--- config.mk ---
export PLATFORM = sky130hd
export DESIGN_NAME = json_string_escape_scanner_top_flat
export DESIGN_NICKNAME = d
export VERILOG_FILES = /design/src/hw/rtl/jses_pkg.sv /design/src/hw/rtl/jses_if.sv /design/src/hw/rtl/json_string_escape_scanner_top.sv /design/src/hw/rtl/jses_front.sv /design/src/hw/rtl/jses_queue.sv /design/src/hw/rtl/jses_back.sv /design/src/flat_wrapper.sv
export SDC_FILE = /design/constraint.sdc
export NUM_CORES = 1
export LEC_CHECK = 0
export BUFFER_PORTS_ARGS = -buffer_cell sky130_fd_sc_hd__buf_2
export CELL_PAD_IN_SITES_DETAIL_PLACEMENT = 2
export CELL_PAD_IN_SITES_GLOBAL_PLACEMENT = 2
export CORE_MARGIN = 5
export CORE_UTILIZATION = 35
export DETAILED_ROUTE_END_ITERATION = 12
export PLACE_DENSITY = 0.71
export SLEW_MARGIN = 25
export SYNTH_ARGS = -nofsm -noshare
export SYNTH_HDL_FRONTEND = slang
export SYNTH_HIERARCHICAL = 1
export SYNTH_SLANG_ARGS = --single-unit
--- constraint.sdc ---
create_clock -name clk -period 3.93 [get_ports clk]
set_input_delay 0.393 -clock clk [delete_from_list [all_inputs] [get_ports clk]]
set_output_delay 0.393 -clock clk [all_outputs]
set_load 0.02 [all_outputs]
--- src/hw/rtl/jses_pkg.sv ---
// Shared types and constants for the JSON string and escape scanner.
package jses_pkg;

    localparam int POS_W = 16;
    localparam logic [POS_W-1:0] MAX_LINE_LEN = 16'd65535;

    localparam int FIFO_DEPTH = 4;
    localparam int FIFO_AW = $clog2(FIFO_DEPTH);

    localparam logic [15:0] CH_QUOTE     = 16'h0022;
    localparam logic [15:0] CH_BACKSLASH = 16'h005C;
    localparam logic [15:0] CH_COLON     = 16'h003A;
    localparam logic [15:0] CH_SLASH     = 16'h002F;
    localparam logic [15:0] CH_B         = 16'h0062;
    localparam logic [15:0] CH_F         = 16'h0066;
    localparam logic [15:0] CH_N         = 16'h006E;
    localparam logic [15:0] CH_R         = 16'h0072;
    localparam logic [15:0] CH_T         = 16'h0074;
    localparam logic [15:0] CH_U         = 16'h0075;
    localparam logic [15:0] CH_DIGIT_0   = 16'h0030;
    localparam logic [15:0] CH_DIGIT_9   = 16'h0039;
    localparam logic [15:0] CH_LOWER_A   = 16'h0061;
    localparam logic [15:0] CH_LOWER_F   = 16'h0066;
    localparam logic [15:0] CH_UPPER_A   = 16'h0041;
    localparam logic [15:0] CH_UPPER_F   = 16'h0046;

    typedef enum logic [1:0] {
        KIND_STRING  = 2'd0,
        KIND_KEY     = 2'd1,
        KIND_GOOD_ESC = 2'd2,
        KIND_ESC_ERR = 2'd3
    } span_kind_t;

    typedef struct packed {
        span_kind_t       kind;
        logic [POS_W-1:0] start;
        logic [POS_W-1:0] stop;
    } span_t;

    typedef struct packed {
        logic  two_spans;
        span_t first;
        span_t second;
    } span_entry_t;

endpackage

--- src/hw/rtl/jses_if.sv ---
// Request channel interfaces for the scanner input and output.
interface jses_in_if;
    logic        valid;
    logic        ready;
    logic [15:0] code_unit;
    logic        end_of_line;

    modport source (output valid, output code_unit, output end_of_line, input ready);
    modport sink (input valid, input code_unit, input end_of_line, output ready);
endinterface

interface jses_out_if;
    logic        valid;
    logic        ready;
    logic [1:0]  span_kind;
    logic [15:0] span_start;
    logic [15:0] span_end;
    logic        run_last;

    modport source (output valid, output span_kind, output span_start, output span_end,
                    output run_last, input ready);
    modport sink (input valid, input span_kind, input span_start, input span_end,
                  input run_last, output ready);
endinterface

--- src/hw/rtl/json_string_escape_scanner_top.sv ---
// Top level of the JSON string and escape scanner.
//
//   channel   role    payload
//   in_chan   sink    code_unit[15:0], end_of_line
//   out_chan  source  span_kind[1:0], span_start[15:0], span_end[15:0], run_last
//
// One character is accepted per cycle whenever the four-entry result queue has room.
// A character that yields spans pushes one entry, shown on out_chan once it heads the queue.
// Each span is its own output transfer, and run_last marks the last span of an entry.
// Reset clears the scanner and the queue, so the block is ready to accept input after reset.
// An output stall only stops input once the result queue is full.
module json_string_escape_scanner_top
    import jses_pkg::*;
(
    input  logic       clk,
    input  logic       rst_n,
    jses_in_if.sink    in_chan,
    jses_out_if.source out_chan
);

    logic        push;
    logic        pop;
    logic        empty;
    logic        full;
    span_entry_t push_entry;
    span_entry_t head;

    jses_front u_front (
        .clk     (clk),
        .rst_n   (rst_n),
        .in_chan (in_chan),
        .full    (full),
        .push    (push),
        .entry   (push_entry)
    );

    jses_queue u_queue (
        .clk        (clk),
        .rst_n      (rst_n),
        .push       (push),
        .push_entry (push_entry),
        .pop        (pop),
        .head       (head),
        .empty      (empty),
        .full       (full)
    );

    jses_back u_back (
        .clk      (clk),
        .rst_n    (rst_n),
        .head     (head),
        .empty    (empty),
        .pop      (pop),
        .out_chan (out_chan)
    );

endmodule

--- src/hw/rtl/jses_front.sv ---
// Front end: accepts characters, runs the string scanner and builds result entries.
module jses_front
    import jses_pkg::*;
(
    input  logic        clk,
    input  logic        rst_n,
    jses_in_if.sink     in_chan,
    input  logic        full,
    output logic        push,
    output span_entry_t entry
);

    typedef enum logic [2:0] {
        MODE_OUTSIDE = 3'd0,
        MODE_STRING  = 3'd1,
        MODE_ESCAPE  = 3'd2,
        MODE_HEX0    = 3'd3,
        MODE_HEX1    = 3'd4,
        MODE_HEX2    = 3'd5,
        MODE_HEX3    = 3'd6
    } scan_mode_t;

    scan_mode_t       mode_reg, mode_next;
    logic [POS_W-1:0] pos_reg, pos_next;
    logic [POS_W-1:0] open_start_reg, open_start_next;
    logic [POS_W-1:0] esc_start_reg, esc_start_next;
    logic [POS_W-1:0] prev_start_reg, prev_start_next;
    logic [POS_W-1:0] prev_end_reg, prev_end_next;
    logic             prev_valid_reg, prev_valid_next;

    logic             accept;
    logic             any_span;
    logic [15:0]      c;
    logic [POS_W-1:0] cur;
    logic [POS_W-1:0] nxt;
    logic             is_hex;
    logic             is_simple_esc;

    assign accept = in_chan.valid && in_chan.ready;
    assign in_chan.ready = !full;
    assign push = accept && any_span;
    assign c = in_chan.code_unit;
    assign cur = pos_reg;
    assign nxt = (cur >= MAX_LINE_LEN) ? MAX_LINE_LEN : cur + 1'b1;
    assign is_hex = (c inside {[CH_DIGIT_0:CH_DIGIT_9], [CH_LOWER_A:CH_LOWER_F],
                               [CH_UPPER_A:CH_UPPER_F]});
    assign is_simple_esc = (c inside {CH_QUOTE, CH_BACKSLASH, CH_SLASH, CH_B, CH_F,
                                      CH_N, CH_R, CH_T});

    always_comb
    begin
        mode_next       = mode_reg;
        open_start_next = open_start_reg;
        esc_start_next  = esc_start_reg;
        prev_start_next = prev_start_reg;
        prev_end_next   = prev_end_reg;
        prev_valid_next = prev_valid_reg;
        pos_next        = nxt;
        any_span        = 1'b0;
        entry           = '0;

        case (mode_reg)
            MODE_STRING:
            begin
                if (c == CH_QUOTE)
                begin
                    any_span        = 1'b1;
                    entry.first     = '{KIND_STRING, open_start_reg, nxt};
                    prev_start_next = open_start_reg;
                    prev_end_next   = nxt;
                    prev_valid_next = 1'b1;
                    mode_next       = MODE_OUTSIDE;
                end
                else if (c == CH_BACKSLASH)
                begin
                    esc_start_next = cur;
                    mode_next      = MODE_ESCAPE;
                end
            end
            MODE_ESCAPE:
            begin
                if (is_simple_esc)
                begin
                    any_span    = 1'b1;
                    entry.first = '{KIND_GOOD_ESC, esc_start_reg, nxt};
                    mode_next   = MODE_STRING;
                end
                else if (c == CH_U)
                begin
                    if (in_chan.end_of_line)
                    begin
                        any_span    = 1'b1;
                        entry.first = '{KIND_ESC_ERR, esc_start_reg, nxt};
                    end
                    else
                    begin
                        mode_next = MODE_HEX0;
                    end
                end
                else
                begin
                    any_span    = 1'b1;
                    entry.first = '{KIND_ESC_ERR, esc_start_reg, nxt};
                    mode_next   = MODE_STRING;
                end
            end
            MODE_HEX0, MODE_HEX1, MODE_HEX2, MODE_HEX3:
            begin
                if (is_hex)
                begin
                    if (in_chan.end_of_line)
                    begin
                        any_span    = 1'b1;
                        entry.first = '{KIND_ESC_ERR, esc_start_reg, nxt};
                    end
                    else if (mode_reg == MODE_HEX3)
                    begin
                        any_span    = 1'b1;
                        entry.first = '{KIND_GOOD_ESC, esc_start_reg, nxt};
                        mode_next   = MODE_STRING;
                    end
                    else
                    begin
                        mode_next = scan_mode_t'(3'(mode_reg) + 3'd1);
                    end
                end
                else
                begin
                    // The character that broke the escape is scanned again as string text.
                    any_span    = 1'b1;
                    entry.first = '{KIND_ESC_ERR, esc_start_reg, cur};
                    mode_next   = MODE_STRING;
                    if (c == CH_QUOTE)
                    begin
                        entry.two_spans = 1'b1;
                        entry.second    = '{KIND_STRING, open_start_reg, nxt};
                        prev_start_next = open_start_reg;
                        prev_end_next   = nxt;
                        prev_valid_next = 1'b1;
                        mode_next       = MODE_OUTSIDE;
                    end
                    else if (c == CH_BACKSLASH)
                    begin
                        esc_start_next = cur;
                        mode_next      = MODE_ESCAPE;
                    end
                end
            end
            default:
            begin
                mode_next = MODE_OUTSIDE;
                if (c == CH_QUOTE)
                begin
                    open_start_next = cur;
                    mode_next       = MODE_STRING;
                end
                else if (c == CH_COLON && prev_valid_reg)
                begin
                    any_span    = 1'b1;
                    entry.first = '{KIND_KEY, prev_start_reg, prev_end_reg};
                end
            end
        endcase

        if (in_chan.end_of_line)
        begin
            mode_next       = MODE_OUTSIDE;
            pos_next        = '0;
            open_start_next = '0;
            esc_start_next  = '0;
            prev_start_next = '0;
            prev_end_next   = '0;
            prev_valid_next = 1'b0;
        end
    end

    always_ff @(posedge clk or negedge rst_n)
    begin
        if (!rst_n)
        begin
            mode_reg       <= MODE_OUTSIDE;
            pos_reg        <= '0;
            open_start_reg <= '0;
            esc_start_reg  <= '0;
            prev_start_reg <= '0;
            prev_end_reg   <= '0;
            prev_valid_reg <= 1'b0;
        end
        else if (accept)
        begin
            mode_reg       <= mode_next;
            pos_reg        <= pos_next;
            open_start_reg <= open_start_next;
            esc_start_reg  <= esc_start_next;
            prev_start_reg <= prev_start_next;
            prev_end_reg   <= prev_end_next;
            prev_valid_reg <= prev_valid_next;
        end
    end

endmodule

--- src/hw/rtl/jses_queue.sv ---
// Short queue of result entries between the scanner and the output stage.
module jses_queue
    import jses_pkg::*;
(
    input  logic        clk,
    input  logic        rst_n,
    input  logic        push,
    input  span_entry_t push_entry,
    input  logic        pop,
    output span_entry_t head,
    output logic        empty,
    output logic        full
);

    span_entry_t          store_reg [FIFO_DEPTH];
    logic [FIFO_AW-1:0]   wr_ptr_reg;
    logic [FIFO_AW-1:0]   rd_ptr_reg;
    logic [FIFO_AW:0]     count_reg;

    assign empty = (count_reg == '0);
    assign full  = (count_reg == (FIFO_AW+1)'(FIFO_DEPTH));
    assign head  = store_reg[rd_ptr_reg];

    always_ff @(posedge clk)
    begin
        if (push)
        begin
            store_reg[wr_ptr_reg] <= push_entry;
        end
    end

    always_ff @(posedge clk or negedge rst_n)
    begin
        if (!rst_n)
        begin
            wr_ptr_reg <= '0;
            rd_ptr_reg <= '0;
            count_reg  <= '0;
        end
        else
        begin
            if (push)
            begin
                wr_ptr_reg <= wr_ptr_reg + 1'b1;
            end
            if (pop)
            begin
                rd_ptr_reg <= rd_ptr_reg + 1'b1;
            end
            if (push && !pop)
            begin
                count_reg <= count_reg + 1'b1;
            end
            else if (pop && !push)
            begin
                count_reg <= count_reg - 1'b1;
            end
        end
    end

endmodule

--- src/hw/rtl/jses_back.sv ---
// Back end: hands out the one or two spans of each queued entry in order.
module jses_back
    import jses_pkg::*;
(
    input  logic        clk,
    input  logic        rst_n,
    input  span_entry_t head,
    input  logic        empty,
    output logic        pop,
    jses_out_if.source  out_chan
);

    logic  second_reg;
    logic  last;
    logic  fire;
    span_t cur_span;

    assign cur_span = second_reg ? head.second : head.first;
    assign last     = !head.two_spans || second_reg;
    assign fire     = out_chan.valid && out_chan.ready;
    assign pop      = fire && last;

    assign out_chan.valid      = !empty;
    assign out_chan.span_kind  = cur_span.kind;
    assign out_chan.span_start = cur_span.start;
    assign out_chan.span_end   = cur_span.stop;
    assign out_chan.run_last   = last;

    always_ff @(posedge clk or negedge rst_n)
    begin
        if (!rst_n)
        begin
            second_reg <= 1'b0;
        end
        else if (fire)
        begin
            second_reg <= !last;
        end
    end

endmodule
--- src/flat_wrapper.sv ---
// flat-port wrapper written by rule: the top's interface ports become plain ports
module json_string_escape_scanner_top_flat import jses_pkg::*;
  (clk, rst_n, in_chan_valid, in_chan_code_unit, in_chan_end_of_line, in_chan_ready, out_chan_valid, out_chan_span_kind, out_chan_span_start, out_chan_span_end, out_chan_run_last, out_chan_ready);
  jses_in_if in_chan_i ();
  jses_out_if out_chan_i ();
  input  logic clk;
  input  logic rst_n;
  input wire logic [$bits(in_chan_i.valid)-1:0] in_chan_valid;
  input wire logic [$bits(in_chan_i.code_unit)-1:0] in_chan_code_unit;
  input wire logic [$bits(in_chan_i.end_of_line)-1:0] in_chan_end_of_line;
  output wire logic [$bits(in_chan_i.ready)-1:0] in_chan_ready;
  output wire logic [$bits(out_chan_i.valid)-1:0] out_chan_valid;
  output wire logic [$bits(out_chan_i.span_kind)-1:0] out_chan_span_kind;
  output wire logic [$bits(out_chan_i.span_start)-1:0] out_chan_span_start;
  output wire logic [$bits(out_chan_i.span_end)-1:0] out_chan_span_end;
  output wire logic [$bits(out_chan_i.run_last)-1:0] out_chan_run_last;
  input wire logic [$bits(out_chan_i.ready)-1:0] out_chan_ready;
  assign in_chan_i.valid = in_chan_valid;
  assign in_chan_i.code_unit = in_chan_code_unit;
  assign in_chan_i.end_of_line = in_chan_end_of_line;
  assign in_chan_ready = in_chan_i.ready;
  assign out_chan_valid = out_chan_i.valid;
  assign out_chan_span_kind = out_chan_i.span_kind;
  assign out_chan_span_start = out_chan_i.span_start;
  assign out_chan_span_end = out_chan_i.span_end;
  assign out_chan_run_last = out_chan_i.run_last;
  assign out_chan_i.ready = out_chan_ready;
  json_string_escape_scanner_top u_core (.clk(clk), .rst_n(rst_n), .in_chan(in_chan_i), .out_chan(out_chan_i));
endmodule
==> flow_metrics.tcl, run 1 <==
set metrics [dict create \
    hold_path_class "input pin to flip-flop" \
    regToRegSetupSlack_ps 880 \
    fin_crit_ps 3054 \
    pre_cts_ws_ps 521.9 \
    cpPeakStageDelay_ps 690 \
    numCtsBuffers 40 \
    rows 79 \
    cp_top_family "simple AND/OR/NAND/NOR gates" \
    drive_gt1_share_pct 23.94 \
    clock-root-buffer "clkbuf_16" \
    clkTransAtPathRegs_ps 60 \
    synth_cell_types 65 \
    cts.sinks 368 \
    die_h_um 227.6 \
    wirelength_mm 46.89 \
    fin_cells 1806 \
    cp_num_cells 6 \
    synth_top_area_cell "edfxtp_1" \
    crit_chain "ha_1 -> nand3_1 -> nor3_1 -> buf_4 -> a21oi_1 -> o211ai_1" \
    htreeDepth 2 \
    dieArea_um2 51800 \
    antenna_found_initial 0 \
    postSynthCellCount 1122 \
    largest_reg_flops 276 \
    fmax_ghz 0.3275 \
    fin_skew_ps 9.667 \
    antenna_cells 0 \
    end_kind "flip-flop" \
    p_leak_uw 0.006718 \
    synth_area_leaders "edfxtp_1, dfrtp_1, mux4_2, mux2_4, nand2_1" \
    cp.buffers_inverters 1 \
    slowest_stage "nor3_1" \
    drv_cap 0 \
    rsz0062_at_grt "false" \
    rr_worst_depth 6 \
    ios 58 \
    r2r-end "u_core/u_queue/store_reg[0][36]" \
    syn_to_final_growth_pct 12.80 \
    start_util_pct 35.52 \
    synth_area_um2 16570 \
    drv_slew 0 \
    core_um2 46650 \
    dr.first_iter.drc_count 720 \
    setup_viol 0 \
    layout_commonest_cell "edfxtp_1" \
    yosysSeqAreaShare_pct 63.90 \
    worst_pin_slew_ps 905.9 \
    avgSynthCellArea_um2 14.77 \
    vias_per_cell 5.601 \
    grt_max_degree 71 \
    worstSetupPathType "flip-flop to flip-flop" \
    grt-ovfl-total 0 \
    synth.top_cell.area_share_pct 50.01 \
    port_buffers 57 \
    fillCellCount 4597 \
    grt_pass1_wl_mm 72.28 \
    clockBufferDepth 3 \
    drtPass1Iterations 4 \
    cp.arrival_ps 3300 \
    clk_latency_ps 530 \
    synth_flop_cell "edfxtp_1" \
    r2r-start "u_core/u_front/cur[1]" \
    grt_util_all_layers_pct 18.28 \
    relSlewSlack_pct 38.05 \
    dpl.cell_count 1735 \
    synth.ff_latch_count 368 \
    synth-edff-count 276 \
    start_kind "flip-flop" \
    nets 1199 \
    gp_congestion 0.7579 \
    p_per_area_nw_per_um2 543.0 \
    final-hold-violation-count 0 \
    route.vias.total 10120 \
    required_ps 4180 \
    cts_setup_buffers 0 \
    avgRoutedWirePerCell_um 25.96 \
    grt_pass1_vias 11410 \
    status "completed" \
    critPathCapture "u_core/u_queue/store_reg[0][36]" \
    cts_tree "done" \
    die_w_um 227.6 \
    vdd.ir_drop.worst_v 0.0003850 \
    drc 0 \
    cp_max_fo 7 \
    worstSetupStartpoint "u_core/u_front/cur[1]" \
    dpl.hpwl_mm 29.80 \
    synth.yosys.warnings 6 \
    setup_tns_ps 0 \
    post-route-period-util_pct 77.70 \
    ant_nets 0 \
    synthArstFlopShare_pct 25.00 \
    final_cell_mix "edfxtp_1, nand2_1, dfrtp_1, mux4_2, nand3_1" \
    timing.final.ws_setup_ps 876.3 \
]
[power by group]
group / leakage, uW / switching (uW) / internal [uW]
clock network: 0.000611 / 1480 / 2160
registers: 0.00384 / 111 / 4200
logic: 0.00227 / 1230 / 966
total: 0.00672 / 2830 / 7320
[kinds of logic after synthesis]
| family | count (synthesis) | share of synthesized area (%) |
|---|---|---|
| adders and majority gates | 7 | 0.5738 |
| and+or+nand+nor | 343 | 10.49 |
| xor gates and xnor gates | 16 | 0.8456 |
| muxes | 124 | 13.76 |
| AOI/OAI and AO/OA | 171 | 6.825 |
| buffers and inverters | 92 | 3.571 |
| other | 1 | 0.02263 |
| DFF | 368 | 63.90 |
[worst min path at each step]
stage / slack, ps / cells past startpoint / startpoint / endpoint
final: 330 / 3 / out_chan_ready / u_core/u_back/second_reg
after global routing: 320 / 3 / out_chan_ready / u_core/u_back/second_reg
after CTS: 60 / 1 / rst_n / u_core/u_queue/count_reg[1]
after detailed placement: 500 / 1 / u_core/u_queue/count_reg[2] / u_core/u_queue/count_reg[2]
after global placement: 480 / 1 / u_core/u_queue/count_reg[2] / u_core/u_queue/count_reg[2]
after floorplan: 100 / 0 / rst_n / u_core/u_back/second_reg
[through the flow]
stage / hold slack [ps] / instance area [um2] / total power [uW] / utilization, %
floorplan: 97.41 / 16580 / 6194 / -
global placement: 482.7 / 17420 / 6559 / 37.33
detailed placement: 499.9 / 17420 / 6627 / 37.33
CTS: 61.66 / 18680 / 10310 / 40.04
global route: 319.1 / 18690 / 10580 / 40.07
finish: 326.1 / 18690 / 10150 / 40.07
[tightest hold or removal path: stages]
cell	delay, ps
buf_2	120
nor2b_1	160
mux2i_1	140
[cells in the mapped netlist (all sizes together) (6+ instances only)]
library cell and number:
edfxtp 276, nor3 8, nand2 110, clkbuf 38, inv 11, a22oi 32, mux2 51, buf 43
nor2b 55, xnor2 7, a31oi 36, ha 6, mux4 69, and3 22, xor2 9, o21ai 59
a21oi 10, dfrtp 92, and2 9, nor2 45, o31ai 15, nand3 60
[per-layer routing]
metal / vias to the layer above / GRT usage (%) / share of wire, %
met5: - / 0 / 0
met4: 0 / 4.360 / 1.9
met3: 60 / 2.579 / 3.3
met1: 5485 / 24.36 / 44
li1: 4381 / - / -
met2: 190 / 31.87 / 51
[timing repair]
| action | 4_1_cts | 5_1_grt |
|---|---|---|
| hold endpoints to repair | 0 | 68 |
| gates resized for setup | 0 | 0 |
| hold buffers | 0 | 1 |
[final cells by class]
| type | instances | area (um2) | area share, % |
|---|---|---|---|
| flip-flops and latches | 368 | 10600 | 56.69 |
| multi-input cells | 663 | 5428 | 29.04 |
| clock buffers | 52 | 1097 | 5.870 |
| well taps | 607 | 759.5 | 4.063 |
| repair buffers | 87 | 606.8 | 3.246 |
| clock inverters | 18 | 163.9 | 0.8768 |
| inverters | 11 | 41.29 | 0.2209 |
(Power assumes the default switching activity.)
==> run 2, diff against run 1 <==
--- a/config.mk
+++ b/config.mk
@@ -5,13 +5,14 @@
 export SDC_FILE = /design/constraint.sdc
 export NUM_CORES = 1
 export LEC_CHECK = 0
+export ABC_AREA = 1
 export BUFFER_PORTS_ARGS = -buffer_cell sky130_fd_sc_hd__buf_2
 export CELL_PAD_IN_SITES_DETAIL_PLACEMENT = 2
 export CELL_PAD_IN_SITES_GLOBAL_PLACEMENT = 2
 export CORE_MARGIN = 5
 export CORE_UTILIZATION = 35
 export DETAILED_ROUTE_END_ITERATION = 12
-export PLACE_DENSITY = 0.71
+export PLACE_DENSITY = 0.75
 export SLEW_MARGIN = 25
 export SYNTH_ARGS = -nofsm -noshare
 export SYNTH_HDL_FRONTEND = slang
==> constraint.sdc (replaced) <==
create_clock -name clk -period 3.1 [get_ports clk]
set_input_delay 0.31 -clock clk [delete_from_list [all_inputs] [get_ports clk]]
set_output_delay 0.31 -clock clk [all_outputs]
set_load 0.02 [all_outputs]
==> flow_metrics.tcl, run 2 <==
set metrics [dict create \
    slowest_stage "buf_4" \
    synth_area_um2 18010 \
    synth-edff-count 276 \
    swShare_pct 20.81 \
    route.vias.total 13370 \
    drc 0 \
    cts.sinks 368 \
    avgRoutedWirePerCell_um 21.92 \
    seqPwrFrac_pct 49.9 \
    clockBufferDepth 3 \
    gp_congestion 0.8573 \
    dr.first_iter.drc_count 819 \
    dieArea_um2 56080 \
    p_sw_uw 2205 \
    grt_util_all_layers_pct 20.23 \
    avgSynthCellArea_um2 9.866 \
    power.internal_uw 8388 \
    yosysMostFrequentCell "nand2_1" \
    synth.top_cell.area_share_pct 46.03 \
    ant_nets 0 \
    fin_skew_ps 22.65 \
    cp_max_fo 59 \
    antenna_cells 0 \
    nets 1902 \
    pwr-share-clk_pct 47.9 \
    vias_per_cell 5.167 \
    final-hold-violation-count 0 \
    cts_resized 0 \
    synth.yosys.warnings 6 \
    grt_pass1_vias 15220 \
    required_ps 2790 \
    drive_gt1_share_pct 15.42 \
    drv_slew 0 \
    htreeDepth 2 \
    ios 58 \
    power_frac_comb_pct 2.2 \
    rows 83 \
    end_kind "output port" \
    synth_cell_types 42 \
    pre_cts_ws_ps 35.49 \
    syn_to_final_growth_pct 12.86 \
    dpl.hpwl_mm 36.82 \
    start_kind "flip-flop" \
    largest_reg_flops 276 \
    p_leak_uw 0.008131 \
    rsz0062_at_grt "false" \
    start_util_pct 35.24 \
    post-route-period-util_pct 92.52 \
    fin_crit_ps 2868 \
    setup_tns_ps 0 \
    relSlewSlack_pct 51.15 \
    grt_max_degree 75 \
    cpPeakStageDelay_ps 500 \
    yosysSeqAreaShare_pct 58.81 \
    p_per_area_nw_per_um2 521.2 \
    cp_top_family "buffers and inverters" \
    clkTransAtPathRegs_ps 60 \
    synth_top_area_cell "edfxtp_1" \
    synth_common_cells "nand2_1, edfxtp_1, inv_1, dfrtp_1, nor2_1" \
    clock-root-buffer "clkbuf_16" \
    setup_viol 0 \
    synth.ff_latch_count 368 \
    die_h_um 236.8 \
    port_buffers 57 \
    layout_commonest_cell "nand2_1" \
    clk_latency_ps 570 \
    fmax_ghz 0.3487 \
    antenna_found_initial 0 \
    worst_pin_slew_ps 732.8 \
    numCtsBuffers 41 \
    status "completed" \
    synth_flop_cell "edfxtp_1" \
    drv_cap 0 \
    worstSetupPathType "flip-flop to output port" \
    cts_tree "done" \
    wirelength_mm 56.72 \
    synthArstFlopShare_pct 25.00 \
    synth_area_leaders "edfxtp_1, nand2_1, dfrtp_1, o211ai_2, inv_1" \
    vdd.ir_drop.worst_v 0.0003128 \
    crit_chain "buf_12 -> buf_4 -> nand2_1 -> o211ai_1 -> nand2_1 -> nand2_1 -> nand2_1 -> buf_2" \
    hold_path_class "input pin to flip-flop" \
    timing.final.ws_setup_ps 231.9 \
    grt_pass1_wl_mm 89.51 \
    cp.arrival_ps 2560 \
    die_w_um 236.8 \
    crit_top_cell "nand2_1" \
    cp.buffers_inverters 3 \
    drtPass1Iterations 5 \
    postSynthCellCount 1825 \
    grt-ovfl-total 0 \
    final_cell_mix "nand2_1, edfxtp_1, inv_1, dfrtp_1, nor2_1" \
    core_um2 51090 \
]
-- run 2: final timing paths --
path / end / depth (start not counted) / slack, ps / from
worst max-delay path: out_chan_span_start[10] / 8 / 230 / u_core/u_queue/rd_ptr_reg[0]
worst min-delay path: u_core/u_back/second_reg / 4 / 50 / out_chan_ready
worst max register to register: u_core/u_queue/store_reg[0][43] / 12 / 250 / u_core/u_front/cur[0]
worst min register to register: u_core/u_front/prev_end_reg[10] / 2 / 480 / u_core/u_front/prev_end_reg[10]
max in group asynchronous: u_core/u_front/esc_start_reg[6] / 3 / 1980 / rst_n
min in group asynchronous: u_core/u_front/prev_end_reg[3] / 2 / 350 / rst_n
-- run 2: metal layers --
layer  share of wire, %  GRT usage [%]  up-vias
met5                  0              0        -
met4                2.1          5.562        0
met3                2.6          2.376       72
met2                 51          36.09      187
met1                 44          26.09     6932
li1                   -              -     6176
-- run 2: final cells by class --
class / count / area, um2
fillers: 5523 / 30770
well taps: 680 / 850.8
flip-flops and latches: 368 / 10600
clock buffers: 60 / 1180
multi-input cells: 1132 / 5828
clock inverters: 16 / 215.2
inverters: 231 / 887.1
repair buffers: 100 / 763.2
-- run 2: power groups by stage --
stage / logic (uW) / registers, uW / clock network [uW]
floorplan: 124 / 5380 / 0
global placement: 226 / 5380 / 0
detailed placement: 235 / 5390 / 0
CTS: 237 / 5290 / 5190
global route: 263 / 5290 / 5410
finish: 234 / 5290 / 5070
-- run 2: repair_timing --
| item | CTS | global route |
|---|---|---|
| endpoints found under the hold margin | 45 | 0 |
| hold buffers | 1 | 0 |
| buffers inserted | 0 | 0 |
-- run 2: metrics by stage --
step | power, uW | std cells | area (um2) | hold slack, ps | utilization (%)
after floorplan | 5502 | 1826 | 18020 | 14.41 | -
after global placement | 5611 | 2510 | 18920 | 385.0 | 37.02
after detailed placement | 5621 | 2510 | 18920 | 402.5 | 37.02
after CTS | 10710 | 2587 | 20320 | 30.72 | 39.77
after global routing | 10950 | 2587 | 20320 | 89.25 | 39.77
final | 10590 | 2587 | 20320 | 54.03 | 39.77
-- run 2: cells by family (layout without fill, tap and decap cells) --
group | Yosys count | count (layout) | synth area share [%]
AOI/OAI and AO/OA | 268 | 268 | 11.99
xor gates and xnor gates | 10 | 10 | 0.4864
adders and majority gates | 7 | 7 | 0.5281
buffers and inverters | 326 | 407 | 8.839
DFF | 368 | 368 | 58.81
other | 1 | 2 | 0.02083
and+or+nand+nor | 845 | 845 | 19.32
-- run 2: tightest hold or removal path: stages --
cell and delay (ps):
buf_2 90, nand2_1 70, nand2_1 60, nand2_1 50
==> run 3, diff against run 2 <==
--- a/config.mk
+++ b/config.mk
@@ -5,14 +5,14 @@
 export SDC_FILE = /design/constraint.sdc
 export NUM_CORES = 1
 export LEC_CHECK = 0
-export ABC_AREA = 1
 export BUFFER_PORTS_ARGS = -buffer_cell sky130_fd_sc_hd__buf_2
+export CAP_MARGIN = 20
 export CELL_PAD_IN_SITES_DETAIL_PLACEMENT = 2
 export CELL_PAD_IN_SITES_GLOBAL_PLACEMENT = 2
 export CORE_MARGIN = 5
 export CORE_UTILIZATION = 35
 export DETAILED_ROUTE_END_ITERATION = 12
-export PLACE_DENSITY = 0.75
+export PLACE_DENSITY = 0.69
 export SLEW_MARGIN = 25
 export SYNTH_ARGS = -nofsm -noshare
 export SYNTH_HDL_FRONTEND = slang
==> flow_metrics.tcl, run 3 (synthesized netlist as in run 1, its figures left out) <==
set metrics [dict create \
    status "completed" \
    cts_tree "done" \
    p_sw_uw 3629 \
    met2_usage_pct 32.11 \
    cts.sinks 368 \
    cts_resized 0 \
    required_ps 2790 \
    cp_max_fo 70 \
    nets 1217 \
    clockBufferDepth 3 \
    final_cell_mix "edfxtp_1, nand2_1, dfrtp_1, mux4_2, nand3_1" \
    cts_setup_buffers 0 \
    drtPass1Iterations 5 \
    drc 0 \
    worstSetupStartpoint "u_core/u_queue/rd_ptr_reg[0]" \
    fin_crit_ps 2885 \
    fin_skew_ps 17.54 \
    r2r-end "u_core/u_queue/count_reg[2]" \
    grt_pass1_vias 11530 \
    regToRegSetupSlack_ps 410 \
    fillCellCount 4593 \
    ctsHoldBuffers 1 \
    vias_per_cell 5.572 \
    ios 58 \
    cp.arrival_ps 2580 \
    p_leak_uw 0.006871 \
    pwr-share-clk_pct 37.1 \
    grt_pass1_wl_mm 72.88 \
    dr.first_iter.drc_count 631 \
    core_um2 46650 \
    swShare_pct 27.57 \
    dpl.cell_count 1753 \
    clk_latency_ps 530 \
    critPathCapture "out_chan_span_start[15]" \
    grt-ovfl-total 0 \
    use_met3_pct 3.005 \
    start_util_pct 35.52 \
    rows 79 \
    worst_pin_slew_ps 842.3 \
    final-hold-violation-count 0 \
    worstSetupPathType "flip-flop to output port" \
    rr_worst_depth 12 \
    drive_gt1_share_pct 25.53 \
    setup_viol 0 \
    drv_cap 0 \
    hold_path_class "input pin to flip-flop" \
    dpl.hpwl_mm 30.17 \
    antenna_cells 0 \
    wirelength_mm 47.28 \
    grt_max_degree 71 \
    layout_commonest_cell "edfxtp_1" \
    fmax_ghz 0.3466 \
    numCtsBuffers 40 \
    end_kind "output port" \
    power.internal_uw 9536 \
    post-route-period-util_pct 93.07 \
    dieArea_um2 51800 \
    hold_start "in_chan_valid" \
    htreeDepth 2 \
    power_frac_comb_pct 21.7 \
    antenna_found_initial 0 \
    vdd.ir_drop.worst_v 0.0005639 \
    grt_busiest_layer "met2" \
    p_per_area_nw_per_um2 694.7 \
    syn_to_final_growth_pct 14.35 \
    holdWs_ps 222.3 \
    die_w_um 227.6 \
    gp_congestion 0.7982 \
    avgRoutedWirePerCell_um 25.91 \
    start_kind "flip-flop" \
    largest_reg_flops 276 \
    clkTransAtPathRegs_ps 60 \
    r2r-start "u_core/u_front/mode_reg[2]" \
    fin_cells 1825 \
    route.vias.total 10170 \
    die_h_um 227.6 \
    seqPwrFrac_pct 41.2 \
    grtUsageMet1_pct 24.22 \
    clock-root-buffer "clkbuf_16" \
    drv_slew 0 \
    rsz0062_at_grt "false" \
    grt_util_all_layers_pct 18.38 \
    ant_nets 0 \
    port_buffers 57 \
    relSlewSlack_pct 43.85 \
]
==> run 3: changes by cell type in the layout (fill, tap and decap cells not counted), sizes merged, moves of 32 or more <==
| cell | delta |
|---|---|
| mux4 | +69 |
| o211ai | -137 |
| nor2b | +55 |
| nor2 | -52 |
| mux2 | +51 |
| inv | -218 |
| nand2 | -523 |
| a31oi | +32 |
==> run 3: area by class of cell <==
cell class | count | area [um2] | area share (%)
sequential | 368 | 10600 | 55.92
multi-input combinational | 663 | 5428 | 28.64
clock buffer | 50 | 1120 | 5.909
timing repair buffer | 105 | 779.5 | 4.113
tap | 607 | 759.5 | 4.008
clock inverter | 21 | 226.5 | 1.195
inverter | 11 | 41.29 | 0.2179
==> run 3: worst min path at each step <==
stage / end / slack (ps) / depth (start not counted)
after floorplan: u_core/u_back/second_reg / 10 / 0
after global placement: u_core/u_front/cur[13] / 340 / 1
after detailed placement: u_core/u_front/cur[13] / 330 / 1
after CTS: u_core/u_front/prev_valid_reg / 220 / 3
after global routing: u_core/u_back/second_reg / 230 / 3
final: u_core/u_front/prev_valid_reg / 220 / 3
==> run 3: power groups by stage <==
stage,logic (uW),registers [uW],clock network (uW)
after global routing,3050,5430,5200
final,2860,5420,4890
after floorplan,2380,5470,0
after global placement,2880,5510,0
after CTS,2920,5420,5000
after detailed placement,2920,5520,0
==> run 3: stage by stage <==
stage	power (uW)	TNS (ps)	util, %	worst slack, ps	cell area [um2]
global placement	8393	0	37.70	222.0	17590
global route	13670	0	40.62	88.61	18950
floorplan	7853	-73270	-	-270.8	16590
CTS	13340	0	40.62	156.0	18950
detailed placement	8437	0	37.71	83.17	17590
finish	13160	0	40.62	214.9	18950
==> run 3: per-layer routing <==
layer  up-vias  part of all wire [%]
li1       4428                     -
met1      5483                    43
met2       200                    51
met3        58                   3.7
met4         0                   2.1
met5         -                     0
==> run 3: critical path: stages (launching register included) <==
cell,delay (ps)
dfrtp_4,440
buf_12,480
mux4_2,610
mux2_2,300
buf_2,160
